--- src/hw/rtl/ulti_ram.sv ---
`timescale 1ns / 1ps
// ----------------------------------------------------------------------------
// ulti_ram
// Generic simple dual-port RAM, one write port, one registered read port.
// ----------------------------------------------------------------------------
module ulti_ram #(
    parameter int WIDTH = 8,
    parameter int DEPTH = 16
) (
    input  logic                     i_clk,
    input  logic                     i_we,
    input  logic [$clog2(DEPTH)-1:0] i_waddr,
    input  logic [WIDTH-1:0]         i_wdata,
    input  logic [$clog2(DEPTH)-1:0] i_raddr,
    output logic [WIDTH-1:0]         o_rdata
);

    logic [WIDTH-1:0] r_mem [DEPTH];
    logic [WIDTH-1:0] r_rdata;

    always_ff @(posedge i_clk) begin
        if (i_we) begin
            r_mem[i_waddr] <= i_wdata;
        end
        r_rdata <= r_mem[i_raddr];
    end

    assign o_rdata = r_rdata;

endmodule

--- config.mk ---
export PLATFORM = sky130hd
export DESIGN_NAME = ulti_ram
export DESIGN_NICKNAME = d
export VERILOG_FILES = /design/src/hw/rtl/ulti_ram.sv
export SDC_FILE = /design/constraint.sdc
export NUM_CORES = 1
export LEC_CHECK = 0
export BUFFER_PORTS_ARGS = -buffer_cell sky130_fd_sc_hd__buf_2
export CAP_MARGIN = 15
export CORE_ASPECT_RATIO = 1.5
export CORE_UTILIZATION = 30
export DETAILED_ROUTE_END_ITERATION = 12
export GPL_TIMING_DRIVEN = 0
export SETUP_SLACK_MARGIN = 0.4
export SYNTH_ARGS = -nofsm -noshare
export SYNTH_HDL_FRONTEND = slang
export SYNTH_SLANG_ARGS = --single-unit
--- constraint.sdc ---
create_clock -name i_clk -period 5.9 [get_ports i_clk]
set_input_delay 1.475 -clock i_clk [delete_from_list [all_inputs] [get_ports i_clk]]
set_output_delay 1.475 -clock i_clk [all_outputs]
set_load 0.01 [all_outputs]
==> tab_implementation.tex <==
\begin{tabular}{lr}
\hline
Metric & Value \\
\hline
\multicolumn{2}{l}{\textbf{Synthesis}} \\
\quad Count of cell types in the netlist & 19 \\
\quad Area share of fa/ha/maj cells after synthesis & 0\% \\
\quad Share of the synthesized area in compound gates (AO/OA/AOI/OAI) & 2.333\% \\
\quad Synthesized net count & 247 \\
\quad Flop and latch count out of synthesis & 136 \\
\quad Synthesized instance count & 229 \\
\quad Count of flip-flops with a built-in enable after synthesis & 128 \\
\quad Post-synthesis instance area & 5147 um\^{}2 \\
\quad Most instantiated cells after synthesis & edfxtp\_1 (128), mux4\_2 (18), a22oi\_1 (16) \\
\quad Predominant post-synthesis flop cell & edfxtp\_1 \\
\quad Simple-Gate Fraction of Synth Area & 3.184\% \\
\quad Sequential share of the synthesized area & 77.78\% \\
\quad Top cell type by total area after synthesis & edfxtp\_1 \\
\quad Largest cells by area after synthesis & edfxtp\_1 (75\%), mux4\_2 (7.9\%), mux4\_1 (7.1\%), dfxtp\_1 (3.1\%), a22oi\_1 (2.3\%) \\
\quad Share of synthesized registers carrying an async set or reset & 0\% \\
\quad Multiplexer area fraction after synthesis & 15.02\% \\
\quad Combinational family with the most area after synthesis & multiplexers \\
\quad Leading cell type by number of instances after synthesis & edfxtp\_1 \\
\quad Syn. warnings & 0 \\
\quad Area share of xor/xnor cells in the synthesized design & 0\% \\
\quad Share of the synthesized area in the top cell type & 74.67\% \\
\quad Synthesized area divided by synthesized cell count & 22.48 um\^{}2 \\
\multicolumn{2}{l}{\textbf{STA}} \\
\quad Number of hold violations in the final report & 0 \\
\quad Max-slew violation count & 0 \\
\quad Final critical-path setup slack & 3.161 ns \\
\quad Accumulated negative setup slack & 0 ns \\
\quad Setup-violating endpoint count in the final report & 0 \\
\quad RSZ-0062 raised after global routing & false \\
\quad Timing-limited maximum frequency & 365.1 MHz \\
\quad Worst setup skew after layout & 0.005998 ns \\
\quad Part of the cycle the worst path needs & 46.42\% \\
\quad Final worst path period need & 2.739 ns \\
\quad Worst slew margin & 45.13\% \\
\quad Slew @ Worst Pin & 0.8201 ns \\
\multicolumn{2}{l}{\textbf{Setup path}} \\
\quad Critical path launch point type & input pin \\
\quad Largest fanout on the critical path & 8 \\
\quad Type of the worst setup path & in -> reg \\
\quad Signal arrival time at the worst endpoint & 2.76 ns \\
\quad Worst R2R Start & r\_mem[1][2] \\
\quad Worst setup slack for register-to-register paths & 4.45 ns \\
\quad Crit path required time & 5.92 ns \\
\quad Worst Reg-to-Reg Cells & 3 \\
\quad Setup crit end kind & flip-flop \\
\quad Reg-to-reg endpoint & o\_rdata[2] \\
\multicolumn{2}{l}{\textbf{Clocking}} \\
\quad Number of sinks on the clock net & 136 \\
\quad Clock network latency to the later pin of the worst-skew pair & 0.40 ns \\
\quad Count of hold buffers inserted by post-cts repair & 0 \\
\quad Clock buffer count from CTS & 17 \\
\quad Clk Tree Root Cell & clkbuf\_16 \\
\quad CTS clock-pin slew for the worst setup and hold paths & 0.05 ns \\
\quad Number of H-tree levels & 4 \\
\quad CTS tree & yes \\
\quad Post-CTS Setup Inserts & 0 \\
\quad Largest buffer count on any clock path & 2 \\
\quad Post-cts repair resize count & 0 \\
\multicolumn{2}{l}{\textbf{Run status}} \\
\quad Outcome & complete, no violations \\
\multicolumn{2}{l}{\textbf{Global route}} \\
\quad Total Routing Usage GR & 12.41\% \\
\quad Grt ovf & 0 \\
\quad Wire length of the first global-routing pass & 15.05 mm \\
\quad Via count of the first global-routing pass & 2508 \\
\quad Pin count of the biggest net entering global routing & 17 \\
\quad Number of antenna violations at the first check in global routing & 0 \\
\multicolumn{2}{l}{\textbf{Detailed routing}} \\
\quad DRC violation count after routing & 0 \\
\quad Total Wirelength & 10.07 mm \\
\quad Detail Route Antenna Nets & 0 \\
\quad Post-detailed-route wirelength per cell & 20.17 um \\
\quad DR pass1 iterations & 4 \\
\quad Via-to-Cell Ratio & 4.852 \\
\quad Number of design-rule violations left by the first detailed-router iteration & 259 \\
\quad Total via count after detailed routing & 2421 \\
\multicolumn{2}{l}{\textbf{Final layout}} \\
\quad Core utilization of the finished layout & 36.48\% \\
\quad Post-layout net count & 294 \\
\quad Antenna cells & 0 \\
\quad Filler Cells Inserted & 1499 \\
\quad Post-route cell area & 6116 um\^{}2 \\
\quad Ratio of cells with drive above 1 in the final layout & 29.41\% \\
\quad Area delta synth->final & 18.81\% \\
\multicolumn{2}{l}{\textbf{Hold path}} \\
\quad Hold Crit Class & reg -> reg \\
\quad Worst hold path depth & 3 \\
\quad HP Start & r\_mem[14][3] \\
\quad Worst-case hold path end point & o\_rdata[3] \\
\multicolumn{2}{l}{\textbf{Die}} \\
\quad Row count & 58 \\
\quad Core region area & 16760 um\^{}2 \\
\quad Die Y-Extent & 162.4 um \\
\quad Initial Utilization & 30.71\% \\
\quad Die Footprint & 17700 um\^{}2 \\
\quad Boundary pin count & 26 \\
\quad X dimension of the die & 109.0 um \\
\multicolumn{2}{l}{\textbf{Place}} \\
\quad Worst slack at placement & 2.732 ns \\
\quad Placer Congestion & 0.8742 \\
\quad Count of input and output buffers & 24 \\
\quad Detailed Place HPWL & 6.698 mm \\
\quad Cell area reported after detailed placement & 5558 um\^{}2 \\
\multicolumn{2}{l}{\textbf{Flow run}} \\
\quad Max-cap viol count & 0 \\
\multicolumn{2}{l}{\textbf{Power}} \\
\quad PD cells & 353.4 nW/um\^{}2 \\
\quad Worst vdd ir & 0.0001572 V \\
\quad Total power draw & 2162 uW \\
\quad Static Leak & 0.002033 uW \\
\hline
\end{tabular}
==> power breakdown <==
| group | leakage (uW) | switching (uW) | internal [uW] |
|---|---|---|---|
| clock network | 0.000273 | 364 | 606 |
| registers | 0.00122 | 4.99 | 1080 |
| logic | 0.000537 | 62.8 | 43.4 |
| total | 0.00203 | 431 | 1730 |
==> cells in the final DEF (no fill, tap or decap), drive strengths merged <==
cell / instances
or3b: 1
clkdlybuf4s25: 3
a22oi: 16
nor2b: 1
nand3b: 2
and2b: 1
nand2: 9
edfxtp: 128
clkbuf: 25
mux4: 32
clkinv: 5
nor2: 13
nand3: 1
and2: 1
buf: 35
clkinvlp: 2
nand2b: 2
dfxtp: 8
nor3: 4
==> kinds of logic after synthesis <==
logic type / Yosys count
DFF: 136
and+or+nand+nor: 35
muxes: 32
AOI/OAI and AO/OA: 16
buffers and inverters: 10
==> metrics by stage <==
stage / instances / hold WS (ns)
after floorplan: 229 / 0.6293
after global placement: 463 / 0.6638
after detailed placement: 467 / 0.6714
after CTS: 499 / 0.6787
after global routing: 499 / 0.6963
final: 499 / 0.6813
==> layout make-up <==
class / instances / area [um^2] / share of cell area (%)
tap: 210 / 262.8 / 4.296
buffer: 10 / 86.33 / 1.412
clock buffer: 25 / 518.0 / 8.470
timing repair buffer: 28 / 147.6 / 2.414
clock inverter: 7 / 40.04 / 0.6547
multi-input combinational: 83 / 1057 / 17.29
sequential: 136 / 4004 / 65.47
==> routing by layer <==
| layer | wire, um | global-route usage (%) | vias to the layer above |
|---|---|---|---|
| li1 | - | - | 1063 |
| met1 | 4023 | 15.30 | 1242 |
| met2 | 5176 | 20.04 | 103 |
| met3 | 646 | 3.201 | 13 |
| met4 | 218 | 6.020 | 0 |
| met5 | 0 | 0 | - |
==> registers in the layout, summed over array words and instances, names as in the netlist <==
signal   flops
o_rdata      8
r_mem      128
==> worst max-delay path, stage by stage <==
cell and delay [ns]:
buf_2 0.12, or3b_2 0.52, nor2_1 0.65
==> worst max path at each step <==
| stage | startpoint | endpoint | slack [ns] |
|---|---|---|---|
| 6_report | i_waddr[2] | r_mem[2][6] | 3.16 |
| 3_5_place_dp | i_waddr[2] | r_mem[3][2] | 2.73 |
| 4_1_cts | i_waddr[2] | r_mem[3][6] | 3.16 |
| 3_3_place_gp | i_waddr[2] | r_mem[0][1] | 2.35 |
| 2_1_floorplan | i_waddr[2] | r_mem[0][0] | 2.93 |
| 5_1_grt | i_waddr[2] | r_mem[2][6] | 3.11 |
Power figures use the tool's default switching activity.
